==> src/rtl/bdq_pkg.sv <==
// Shared types and codes for the bounded double-ended queue unit.
// Used by bdq_controller, bdq_datapath and bounded_double_ended_queue_unit.
package bdq_pkg;

    typedef enum logic [1:0] {
        ACT_PUSH_LEFT  = 2'd0,
        ACT_PUSH_RIGHT = 2'd1,
        ACT_POP_LEFT   = 2'd2,
        ACT_POP_RIGHT  = 2'd3
    } t_action;

    typedef enum logic [1:0] {
        ST_DONE  = 2'd0,
        ST_FULL  = 2'd1,
        ST_EMPTY = 2'd2
    } t_status;

    typedef struct packed {
        logic accept;
        logic load;
    } t_cmd;

    localparam logic       CFG_IDX_CAPACITY = 1'b0;
    localparam logic [4:0] CAPACITY_RESET   = 5'd16;

endpackage

==> src/rtl/bdq_controller.sv <==
// Sequencing state machine for the deque: input acceptance and output register valid.
// Depends on bdq_pkg for the command struct.
module bdq_controller (
    input  logic          i_clk,
    input  logic          i_rst_n,
    input  logic          i_in_valid,
    output logic          o_in_stall,
    output logic          o_out_valid,
    input  logic          i_out_stall,
    output bdq_pkg::t_cmd o_cmd
);

    typedef enum logic {
        S_IDLE,
        S_LOAD
    } t_state;

    t_state r_state;
    t_state n_state;
    logic   r_out_valid;
    logic   n_out_valid;

    always_comb begin
        o_cmd.accept = (r_state == S_IDLE) && i_in_valid;
        o_cmd.load   = (r_state == S_LOAD) && (!r_out_valid || !i_out_stall);
    end

    always_comb begin
        n_state     = r_state;
        n_out_valid = r_out_valid;
        if (r_out_valid && !i_out_stall) begin
            n_out_valid = 1'b0;
        end
        case (r_state)
            S_IDLE: begin
                if (o_cmd.accept) begin
                    n_state = S_LOAD;
                end
            end
            S_LOAD: begin
                if (o_cmd.load) begin
                    n_state     = S_IDLE;
                    n_out_valid = 1'b1;
                end
            end
            default: begin
                n_state = S_IDLE;
            end
        endcase
    end

    always_ff @(posedge i_clk) begin
        if (!i_rst_n) begin
            r_state     <= S_IDLE;
            r_out_valid <= 1'b0;
        end else begin
            r_state     <= n_state;
            r_out_valid <= n_out_valid;
        end
    end

    assign o_in_stall  = (r_state != S_IDLE);
    assign o_out_valid = r_out_valid;

    // An accepted word blocks the input until its result is loaded.
    a_stall_after_accept: assert property (@(posedge i_clk) disable iff (!i_rst_n)
        o_cmd.accept |=> o_in_stall)
        else $error("input not stalled after accept");

    // A result is never loaded over one that is still held by a stall.
    a_no_overwrite: assert property (@(posedge i_clk) disable iff (!i_rst_n)
        (o_out_valid && i_out_stall) |-> !o_cmd.load)
        else $error("output register overwritten while stalled");

    // Every load makes the output valid on the next cycle.
    a_load_valid: assert property (@(posedge i_clk) disable iff (!i_rst_n)
        o_cmd.load |=> o_out_valid)
        else $error("load did not raise output valid");

endmodule

==> src/rtl/bdq_datapath.sv <==
// Ring buffer storage, left end index, entry count and result register of the deque.
// Depends on bdq_pkg for action, status and command types.
module bdq_datapath #(
    parameter int DEPTH       = 16,
    parameter int VALUE_WIDTH = 32
) (
    input  logic               i_clk,
    input  logic               i_rst_n,
    input  bdq_pkg::t_cmd      i_cmd,
    input  logic [4:0]         i_capacity,
    input  logic [1:0]         i_action,
    input  logic signed [31:0] i_push_value,
    output logic [1:0]         o_status,
    output logic signed [31:0] o_result_value,
    output logic [4:0]         o_occupancy
);

    localparam int IW = $clog2(DEPTH);
    localparam int CW = $clog2(DEPTH + 1);
    localparam int SW = CW + 1;
    localparam int EW = (CW > 5) ? CW : 5;

    function automatic logic [IW-1:0] f_wrap(input logic [SW-1:0] s);
        logic [SW-1:0] d;
        d = s - SW'(DEPTH);
        if (s >= SW'(DEPTH)) begin
            f_wrap = d[IW-1:0];
        end else begin
            f_wrap = s[IW-1:0];
        end
    endfunction

    logic [VALUE_WIDTH-1:0] r_mem [DEPTH];
    logic [VALUE_WIDTH-1:0] r_rd_data;
    logic [IW-1:0]          r_left;
    logic [CW-1:0]          r_count;
    bdq_pkg::t_status       r_pend_status;
    logic                   r_pend_pop;
    logic [VALUE_WIDTH-1:0] r_pend_val;
    bdq_pkg::t_status       r_status;
    logic [31:0]            r_value;
    logic [4:0]             r_occ;

    bdq_pkg::t_action       w_act;
    bdq_pkg::t_status       n_status;
    logic [IW-1:0]          n_left;
    logic [CW-1:0]          n_count;
    logic [IW-1:0]          w_pos;
    logic                   w_wr;
    logic                   w_rd;
    logic                   w_is_push;
    logic                   w_full;
    logic                   w_empty;
    logic [EW-1:0]          w_cap_ext;
    logic [EW-1:0]          w_eff_cap;
    logic [SW-1:0]          w_sum_right;
    logic [SW-1:0]          w_sum_last;
    logic [SW-1:0]          w_sum_inc;
    logic [IW-1:0]          w_left_dec;
    logic [VALUE_WIDTH+31:0] w_in_wide;
    logic [VALUE_WIDTH-1:0] w_in_val;
    logic [VALUE_WIDTH+31:0] w_rd_wide;
    logic [VALUE_WIDTH+31:0] w_pv_wide;
    logic [CW+4:0]          w_occ_wide;

    assign w_act       = bdq_pkg::t_action'(i_action);
    assign w_is_push   = (w_act == bdq_pkg::ACT_PUSH_LEFT) ||
                         (w_act == bdq_pkg::ACT_PUSH_RIGHT);
    assign w_cap_ext   = EW'(i_capacity);
    assign w_eff_cap   = (w_cap_ext > EW'(DEPTH)) ? EW'(DEPTH) : w_cap_ext;
    assign w_full      = EW'(r_count) >= w_eff_cap;
    assign w_empty     = (r_count == '0);
    assign w_sum_right = SW'(r_left) + SW'(r_count);
    assign w_sum_last  = w_sum_right - SW'(1);
    assign w_sum_inc   = SW'(r_left) + SW'(1);
    assign w_left_dec  = (r_left == '0) ? IW'(DEPTH - 1) : r_left - IW'(1);
    assign w_in_wide   = {{VALUE_WIDTH{1'b0}}, i_push_value};
    assign w_in_val    = w_in_wide[VALUE_WIDTH-1:0];
    assign w_rd_wide   = {32'b0, r_rd_data};
    assign w_pv_wide   = {32'b0, r_pend_val};
    assign w_occ_wide  = {5'b0, r_count};

    always_comb begin
        n_status = bdq_pkg::ST_DONE;
        n_left   = r_left;
        n_count  = r_count;
        w_pos    = r_left;
        w_wr     = 1'b0;
        w_rd     = 1'b0;
        case (w_act)
            bdq_pkg::ACT_PUSH_LEFT: begin
                if (w_full) begin
                    n_status = bdq_pkg::ST_FULL;
                end else begin
                    n_left  = w_left_dec;
                    w_pos   = w_left_dec;
                    w_wr    = 1'b1;
                    n_count = r_count + CW'(1);
                end
            end
            bdq_pkg::ACT_PUSH_RIGHT: begin
                if (w_full) begin
                    n_status = bdq_pkg::ST_FULL;
                end else begin
                    w_pos   = f_wrap(w_sum_right);
                    w_wr    = 1'b1;
                    n_count = r_count + CW'(1);
                end
            end
            bdq_pkg::ACT_POP_LEFT: begin
                if (w_empty) begin
                    n_status = bdq_pkg::ST_EMPTY;
                end else begin
                    w_pos   = r_left;
                    w_rd    = 1'b1;
                    n_left  = f_wrap(w_sum_inc);
                    n_count = r_count - CW'(1);
                end
            end
            bdq_pkg::ACT_POP_RIGHT: begin
                if (w_empty) begin
                    n_status = bdq_pkg::ST_EMPTY;
                end else begin
                    w_pos   = f_wrap(w_sum_last);
                    w_rd    = 1'b1;
                    n_count = r_count - CW'(1);
                end
            end
            default: begin
                n_status = bdq_pkg::ST_DONE;
            end
        endcase
    end

    always_ff @(posedge i_clk) begin
        if (!i_rst_n) begin
            r_left  <= '0;
            r_count <= '0;
        end else if (i_cmd.accept) begin
            r_left  <= n_left;
            r_count <= n_count;
        end
    end

    always_ff @(posedge i_clk) begin
        if (i_cmd.accept && w_wr) begin
            r_mem[w_pos] <= w_in_val;
        end
        if (i_cmd.accept && w_rd) begin
            r_rd_data <= r_mem[w_pos];
        end
    end

    always_ff @(posedge i_clk) begin
        if (i_cmd.accept) begin
            r_pend_status <= n_status;
            r_pend_pop    <= !w_is_push;
            r_pend_val    <= w_in_val;
        end
        if (i_cmd.load) begin
            r_status <= r_pend_status;
            r_occ    <= w_occ_wide[4:0];
            if (r_pend_status != bdq_pkg::ST_DONE) begin
                r_value <= '0;
            end else if (r_pend_pop) begin
                r_value <= w_rd_wide[31:0];
            end else begin
                r_value <= w_pv_wide[31:0];
            end
        end
    end

    assign o_status       = r_status;
    assign o_result_value = r_value;
    assign o_occupancy    = r_occ;

    // A refused action leaves the queue untouched.
    a_refused_stable: assert property (@(posedge i_clk) disable iff (!i_rst_n)
        (i_cmd.accept && (n_status != bdq_pkg::ST_DONE)) |=>
        ($stable(r_count) && $stable(r_left)))
        else $error("refused action changed the queue");

    // A completed push adds exactly one entry.
    a_push_count: assert property (@(posedge i_clk) disable iff (!i_rst_n)
        (i_cmd.accept && w_is_push && !w_full) |=> (r_count == $past(r_count) + CW'(1)))
        else $error("push did not add one entry");

    // The count never exceeds the storage and the left index stays in range.
    a_bounds: assert property (@(posedge i_clk) disable iff (!i_rst_n)
        (SW'(r_count) <= SW'(DEPTH)) && (SW'(r_left) < SW'(DEPTH)))
        else $error("queue index or count out of range");

endmodule

==> src/rtl/bounded_double_ended_queue_unit.sv <==
// Bounded double-ended queue unit: capacity register, controller and datapath.
// An accepted input word is held in the pending and read-data registers, then loaded into the result register.
// The input stalls from acceptance until that result is loaded, and a load waits while a held result is stalled.
// Reset clears the queue (left index and count to zero) and sets capacity to 16.
// Entry memory contents are not cleared; no clearing pass is needed.
// Depends on bdq_pkg, bdq_controller and bdq_datapath.
module bounded_double_ended_queue_unit #(
    parameter int DEPTH       = 16,
    parameter int VALUE_WIDTH = 32
) (
    input  logic               i_clk,
    input  logic               i_rst_n,
    input  logic               psel,
    input  logic               penable,
    input  logic               pwrite,
    input  logic [2:0]         paddr,
    input  logic [31:0]        pwdata,
    output logic [31:0]        prdata,
    output logic               pready,
    input  logic               i_in_valid,
    output logic               o_in_stall,
    input  logic [1:0]         i_action,
    input  logic signed [31:0] i_push_value,
    output logic               o_out_valid,
    input  logic               i_out_stall,
    output logic [1:0]         o_status,
    output logic signed [31:0] o_result_value,
    output logic [4:0]         o_occupancy
);

    logic [4:0]    r_capacity;
    bdq_pkg::t_cmd w_cmd;

    assign pready = 1'b1;

    always_ff @(posedge i_clk) begin
        if (!i_rst_n) begin
            r_capacity <= bdq_pkg::CAPACITY_RESET;
        end else if (psel && penable && pwrite && pready &&
                     (paddr[2] == bdq_pkg::CFG_IDX_CAPACITY)) begin
            r_capacity <= pwdata[4:0];
        end
    end

    always_comb begin
        prdata = '0;
        if (paddr[2] == bdq_pkg::CFG_IDX_CAPACITY) begin
            prdata = {27'b0, r_capacity};
        end
    end

    bdq_controller u_ctrl (
        .i_clk       (i_clk),
        .i_rst_n     (i_rst_n),
        .i_in_valid  (i_in_valid),
        .o_in_stall  (o_in_stall),
        .o_out_valid (o_out_valid),
        .i_out_stall (i_out_stall),
        .o_cmd       (w_cmd)
    );

    bdq_datapath #(
        .DEPTH       (DEPTH),
        .VALUE_WIDTH (VALUE_WIDTH)
    ) u_dp (
        .i_clk          (i_clk),
        .i_rst_n        (i_rst_n),
        .i_cmd          (w_cmd),
        .i_capacity     (r_capacity),
        .i_action       (i_action),
        .i_push_value   (i_push_value),
        .o_status       (o_status),
        .o_result_value (o_result_value),
        .o_occupancy    (o_occupancy)
    );

endmodule
==> config.mk <==
export PLATFORM = sky130hd
export DESIGN_NAME = bounded_double_ended_queue_unit
export DESIGN_NICKNAME = d
export VERILOG_FILES = /design/src/rtl/bdq_pkg.sv /design/src/rtl/bdq_controller.sv /design/src/rtl/bdq_datapath.sv /design/src/rtl/bounded_double_ended_queue_unit.sv
export SDC_FILE = /design/constraint.sdc
export NUM_CORES = 1
export LEC_CHECK = 0
export BUFFER_PORTS_ARGS = -buffer_cell sky130_fd_sc_hd__buf_2
export CAP_MARGIN = 20
export CORE_AREA = 2 2 241 243
export DETAILED_ROUTE_END_ITERATION = 8
export DIE_AREA = 0 0 243 245
export GPL_ROUTABILITY_DRIVEN = 0
export SETUP_SLACK_MARGIN = 0.5
export SLEW_MARGIN = 20
export SYNTH_ARGS = -nofsm -noshare
export SYNTH_HDL_FRONTEND = slang
export SYNTH_SLANG_ARGS = --single-unit
export TNS_END_PERCENT = 20
==> constraint.sdc <==
create_clock -name i_clk -period 5.4 [get_ports i_clk]
set_clock_uncertainty 0.2 [all_clocks]
set_input_delay 0.54 -clock i_clk [delete_from_list [all_inputs] [get_ports i_clk]]
set_output_delay 0.54 -clock i_clk [all_outputs]
set_load 0.01 [all_outputs]
# Word-level counts from Yosys, hierarchy flattened

Memory sizes are Yosys's and may differ from the RTL's. A register that Yosys moved wholly into a read port is not among the register bits.
Index checks and enable logic that the tools add are counted.

Register bits: 90
Memory bits (writable): 512
Bits of input ports: 76
Output and inout bits: 74
Word-level logic and storage cells: 87
Memories: 1

Add/subtract/negate cells: 9
Magnitude comparators: 5
Equal/unequal tests: 6
Multiplexer cells: 31
Bitwise logic cells: 2
Reductions and logical operators: 22

Memories:

| name       | depth | bits a word | read ports | clocked after memory_dff | wr ports | line               | RTL |
|---|---|---|---|---|---|---|---|
| u_dp.r_mem | 16    | 32          | 1          | 1                        | 1        | bdq_datapath.sv:33 | `logic [VALUE_WIDTH-1:0] r_mem [DEPTH];` |

Operator list:

| cell                                                                  | count |
|---|---|
| 32-bit two-way mux                                                    | 1 |
| 4-bit two-way mux                                                     | 8 |
| 5-bit two-way mux                                                     | 4 |
| 4-bit one-hot mux with 4 select lines                                 | 1 |
| 4-bit by 1-bit subtractor with 4-bit output, second input constant    | 4 |
| 6-bit by 5-bit >= comparator with 1-bit output, second input constant | 2 |
| 1-bit two-way mux                                                     | 12 |
| 5-bit one-hot mux with 2 select lines                                 | 1 |
| 1-bit logical AND                                                     | 8 |
| 4-bit one-hot mux with 2 select lines                                 | 1 |
| 4-bit by 5-bit adder with 6-bit output                                | 1 |
| 2-bit inequality test, second input constant                          | 3 |
| 3-bit AND reduction                                                   | 2 |
| 6-bit by 1-bit subtractor with 6-bit output, second input constant    | 1 |
| 4-bit by 1-bit adder with 5-bit output, second input constant         | 1 |
| 5-bit by 1-bit adder with 5-bit output, second input constant         | 1 |
| 5-bit >= comparator                                                   | 1 |
| 5-bit >= comparator, second input constant                            | 1 |
| 5-bit > comparator, second input constant                             | 1 |
| 5-bit logical NOT                                                     | 1 |
| 5-bit by 1-bit subtractor with 5-bit output, second input constant    | 1 |
| 2-bit == test, second input constant                                  | 2 |
| 4-bit logical NOT                                                     | 1 |
| 2-bit one-hot mux with 2 select lines                                 | 1 |
| other kinds (9)                                                       | 15 |

# Longest topological paths before layout

Depth after elaboration: 8
Depth in mapped cells: 15

# By module

A second synthesis with hierarchy kept.

Cells, all modules: 1676
Area, all modules: 25776.0 µm²

Modules (own cells, without submodules):

| module                          | instances | cells an instance | area each (µm²) | seq. area each (µm²) |
|---|---|---|---|---|
| bdq_datapath                    | 1         | 1610              | 25215.4         | 18738.0 |
| bounded_double_ended_queue_unit | 1         | 58                | 479.2           | 100.1 |
| bdq_controller                  | 1         | 8                 | 81.3            | 40.0 |

# Worst setup path before layout

Ideal clock, no wire load.

Path kind: register -> register
Start point: register u_dp.r_left[0]
End point: memory u_dp.r_mem[12][0] (enable)
Setup time: 0.421 ns
Arrival: 4.160 ns
Path slack: 0.619 ns
Stages on the path, launching flop included: 13
Cell sequence: dfxtp_1 > ha_1 > inv_1 > fa_1 > xnor2_1 > or3b_2 > xnor3_1 > o21ai_0 > a22oi_1 > nor2_1 > clkbuf_1 > inv_1 > nor2_1

Word-level cells in the longest chain between the ends: 6
Elaborated cells between the ends (all ways): 15
Classes of those cells: 5 x add/sub; 2 x order compare; 7 x mux; 1 x reduce/logical

Ends and longest elaborated chain:

| element                                                                                                              | line                                   | RTL |
|---|---|---|
| start: declaration                                                                                                   | bdq_datapath.sv:35                     | `logic [IW-1:0] r_left;` |
| start signal: assignment                                                                                             | bdq_datapath.sv:140                    | `r_left <= n_left;` |
| 4-bit by 5-bit adder with 6-bit output                                                                               | bdq_datapath.sv:73                     | `assign w_sum_right = SW'(r_left) + SW'(r_count);` |
| 6-bit by 1-bit subtractor with 6-bit output                                                                          | bdq_datapath.sv:74                     | `assign w_sum_last = w_sum_right - SW'(1);` |
| 6-bit by 5-bit >= comparator with 1-bit output / 4-bit by 1-bit subtractor with 4-bit output (equally long branches) | bdq_datapath.sv:26, bdq_datapath.sv:25 |  |
| 4-bit two-way mux                                                                                                    | bdq_datapath.sv:26                     | `if (s >= SW'(DEPTH)) begin` |
| 4-bit two-way mux                                                                                                    | bdq_datapath.sv:121                    | `if (w_empty) begin` |
| 4-bit one-hot mux with 4 select lines *                                                                              | bdq_datapath.sv:90                     | `case (w_act)` |
| end: declaration                                                                                                     | bdq_datapath.sv:33                     |  |

Every way passes the cells marked *; elsewhere a longest branch is shown, timed or not.

# Worst setup path in the final report

Start point: register u_dp.r_count[2]
End point: memory u_dp.r_mem[3][25] (enable)

Word-level cells in the longest chain between the ends: 6
Elaborated cells between the ends (all ways): 19
Classes of those cells: 4 x add/sub; 3 x order compare; 10 x mux; 2 x reduce/logical

Ends and longest elaborated chain:

| element                                                                                 | line                                                        | RTL |
|---|---|---|
| start: declaration                                                                      | bdq_datapath.sv:36                                          | `logic [CW-1:0] r_count;` |
| start signal: assignment                                                                | bdq_datapath.sv:141                                         | `r_count <= n_count;` |
| 4-bit by 5-bit adder with 6-bit output / 5-bit >= comparator (equally long branches)    | bdq_datapath.sv:73, bdq_datapath.sv:71                      |  |
| 6-bit by 1-bit subtractor with 6-bit output / 1-bit two-way mux (equally long branches) | bdq_datapath.sv:74, bdq_datapath.sv:92, bdq_datapath.sv:102 |  |
| 6-bit by 5-bit >= comparator with 1-bit output (tied with other cells)                  | bdq_datapath.sv:26                                          |  |
| 4-bit two-way mux / 1-bit logical AND (equally long branches)                           | bdq_datapath.sv:26, bdq_datapath.sv:146                     |  |
| 4-bit two-way mux / 1-bit two-way mux (equally long branches)                           | bdq_datapath.sv:121, bdq_datapath.sv:146                    |  |
| 4-bit one-hot mux with 4 select lines / 1-bit two-way mux (equally long branches)       | bdq_datapath.sv:90, bdq_datapath.sv:147                     |  |

Parallel ways exist; a longest one is shown, timed or not.

==> results.ini <==
[logic_synthesis]
synthSimpleGateAreaFrac_pct = 8.23
synth_ff_type = edfxtp_1
yosysUniqueCellTypes = 62
synth_cells = 1755
yosys_warnings = 0
synth_xor_area_share_pct = 0.398
synthAdderAreaFrac_pct = 0.846
synth_edf_count = 618
yosysTopAreaCell = edfxtp_1
synth_top_family_by_area = compound AO/OA/AOI/OAI gates
synth_top_area_share_pct = 73.0
syn_avg_cell_area_um2 = 14.5
synth.area.mux_share_pct = 1.54
synthArstFlopShare_pct = 0
syn_area_mm2 = 0.0254
synth-seq-cells = 634
synth_compound_area_share_pct = 11.3
synthTopCellsByArea = edfxtp_1, nand2_1, a32o_1
yosysSeqAreaShare_pct = 74.2

[timing]
slew_viol_final = 0
fin_crit_ps = 4630
setup_tns_ps = 0
rsz0062_at_grt = yes
setup_violations = 0
period_share_pct = 85.8
worst_slew_pin_slew_ps = 1060
slew_headroom_pct = 29.4
fmax_mhz = 216
final_hold_viol_count = 0
whs_ps = 94.2

[detailed_routing]
drt-met1-wl_um = 25900
ant_nets = 0
highest_layer = met5
dr_wl_met2_um = 28400
route.vias.total = 14900
drt_iter0_drc = 1405
route.met3.wl_um = 3570
avgRoutedWirePerCell_um = 22.3
viasPerCell = 5.63
post-route-drc-count = 0
first_pass_iters = 6
drt-total-wl_um = 59100

[global_routing]
overflow = 0
grt_max_degree = 152
antenna_found_initial = 2
grt_usage_pct = 19.6
grt_pass1_wl_um = 88400
first_global_vias = 14300

[setup_path]
path_cells = ha_1, a211oi_1, o221ai_1, o2111ai_1, o31a_2, and2_4, nand4_1, nor2_4, buf_4
crit_path_start = u_dp.r_count[2]
cp.required_ps = 5510
critPathSlowestCell = nor2_4
cp_max_fo = 41
cp-end-kind = flip-flop
reg2regPathDepth = 9
worstReg2RegEnd = u_dp.r_mem[3][25]
worstSetupPathType = reg -> reg
cp_top_family = simple AND/OR/NAND/NOR gates
rr_startpoint = u_dp.r_count[2]
worstSetupStartpointType = flip-flop
arrival_ps = 4740
crit_buf_inv = 1
cpPeakStageDelay_ps = 540
r2r_slack_ps = 770

[cells_and_area]
final_cell_mix = edfxtp_1, nand2_1, buf_2, a21oi_1
syn2layout_area_growth_pct = 13.4
layout_commonest_cell = edfxtp_1
nNetsFinal = 1933
drive_gt1_share_pct = 13.8

[power_and_ir_drop]
netSwitchingFraction_pct = 29.8
ir_drop_mv = 0.300
seqPwrFrac_pct = 44.2
clkPwrFrac_pct = 31.1
p_per_area_mw_per_mm2 = 452
power_switching_mw = 3.88
power.leakage_nw = 9.91
fin_total_pwr_mw = 13.0
internal-power_mw = 9.16
combPwrFrac_pct = 24.7

[clocking]
cts-root-buf = clkbuf_16
clock_path_buffers = 3
insertion_delay_ps = 620
htree_levels = 2
clk_pin_slew_ps = 60
cts_tree = built
numClockSinks = 634
cts_made_buffers = 60

[run]
max_cap_violations = 0

[place]
hpwl_um = 31400
portBuffers = 92

[min_path]
holdPathStages = 2
min_to = u_dp.r_left[1]
hp-class = in -> reg
min_from = i_rst_n

[run_status]
status = finished clean

[die]
coreArea_mm2 = 0.0570
start_util_pct = 44.6
ios = 150
die_h_um = 245
row_count = 88
dieArea_mm2 = 0.0595
fp.dieW_um = 243

## synth_stat cells (3+ instances only)
cell type    n
and2_1       5
buf_1        9
inv_1       13
a21oi_1     75
a32oi_1     62
a22oi_2      3
a32o_1      62
o22ai_1     32
o21ai_0     11
buf_2       49
xnor2_1      6
a221o_1     31
or3_1        3
nand3_1      9
xor2_1       3
ha_1        14
nand4_1      7
or2_2        4
mux2i_1     38
clkbuf_1    54
edfxtp_1   618
a22oi_1     60
a31oi_1      3
buf_6       12
dfxtp_1     16
nor2_1      62
and3_1       4
buf_4       29
nand2_1    401
nor2b_1     17
## stage by stage
step / setup slack (ps) / instance area [um^2] / std cells / utilization (%)
after global placement: 730 / 26800 / 2531 / 47.0
after floorplan: 619 / 25500 / 1781 / -
after detailed placement: 690 / 26800 / 2531 / 47.0
final: 768 / 28900 / 2652 / 50.6
after global routing: 430 / 28800 / 2651 / 50.6
after CTS: 674 / 28800 / 2646 / 50.5
## worst register-to-register path, delay by kind of cell (launching register included)
kind | cells | cell delay (ps)
and+or+nand+nor | 3 | 1560
AOI/OAI and AO/OA | 4 | 1360
adders and majority gates | 1 | 310
buffers and inverters | 1 | 350
DFF | 1 | 530
## registers in the layout (all words and copies together) (netlist names)
| register | count |
|---|---|
| u_dp.r_count | 5 |
| u_dp.r_rd_data | 32 |
| u_dp.r_pend_pop | 1 |
| u_dp.o_result_value | 32 |
| u_dp.o_occupancy | 5 |
| r_capacity | 5 |
| u_ctrl.o_in_stall | 1 |
| u_dp.r_pend_status | 2 |
| u_dp.r_mem | 512 |
| u_dp.r_pend_val | 32 |
| u_dp.o_status | 2 |
| u_ctrl.o_out_valid | 1 |
| u_dp.r_left | 4 |
## worst max path at each step
stage	depth (start not counted)	slack (ps)	to
2_1_floorplan	12	620	u_dp.r_mem[12][0]
3_3_place_gp	9	730	u_dp.r_mem[7][22]
3_5_place_dp	9	690	u_dp.r_mem[5][11]
4_1_cts	9	670	u_dp.r_mem[5][7]
5_1_grt	11	430	u_dp.r_mem[3][29]
6_report	9	770	u_dp.r_mem[3][25]
## power by group through the flow
stage / logic, mW / clock network (mW) / registers [mW]
after global placement: 3.17 / 0 / 5.86
after floorplan: 2.32 / 0 / 5.86
after detailed placement: 3.22 / 0 / 5.86
after global routing: 3.50 / 4.32 / 5.78
after CTS: 3.24 / 4.14 / 5.76
final: 3.22 / 4.06 / 5.76
## area by class of cell
cell class / count / area (um^2)
clock inverter: 28 / 267
multi-input combinational: 980 / 5950
tap: 765 / 957
clock buffer: 79 / 1620
sequential: 634 / 18900
timing repair buffer: 151 / 1120
antenna: 1 / 2.50
inverter: 14 / 52.6
fill: 4831 / 28200
## logic make-up (layout without fill, tap and decap cells)
| logic type | after synthesis | after routing |
|---|---|---|
| buffers and inverters | 167 | 272 |
| AND/OR/NAND/NOR | 520 | 520 |
| flip-flops | 634 | 634 |
| AO/OA/AOI/OAI | 367 | 367 |
| XOR/XNOR | 10 | 10 |
| multiplexers | 39 | 39 |
| adder cells (fa/ha/maj) | 16 | 16 |
| other | 2 | 29 |
## routing by layer
| layer | vias up | GRT usage, % |
|---|---|---|
| li1 | 6851 | - |
| met1 | 7530 | 27.1 |
| met2 | 469 | 32.3 |
| met3 | 83 | 3.04 |
| met4 | 2 | 5.95 |
| met5 | - | 0 |
## timing repair
item	4_1_cts	5_1_grt
buffers inserted	0	5
gates resized for setup	0	0
endpoints found under the setup margin	0	89
hold buffers	8	0
hold endpoints to repair	7	0
No activity file was read; power rests on OpenSTA's default activity.
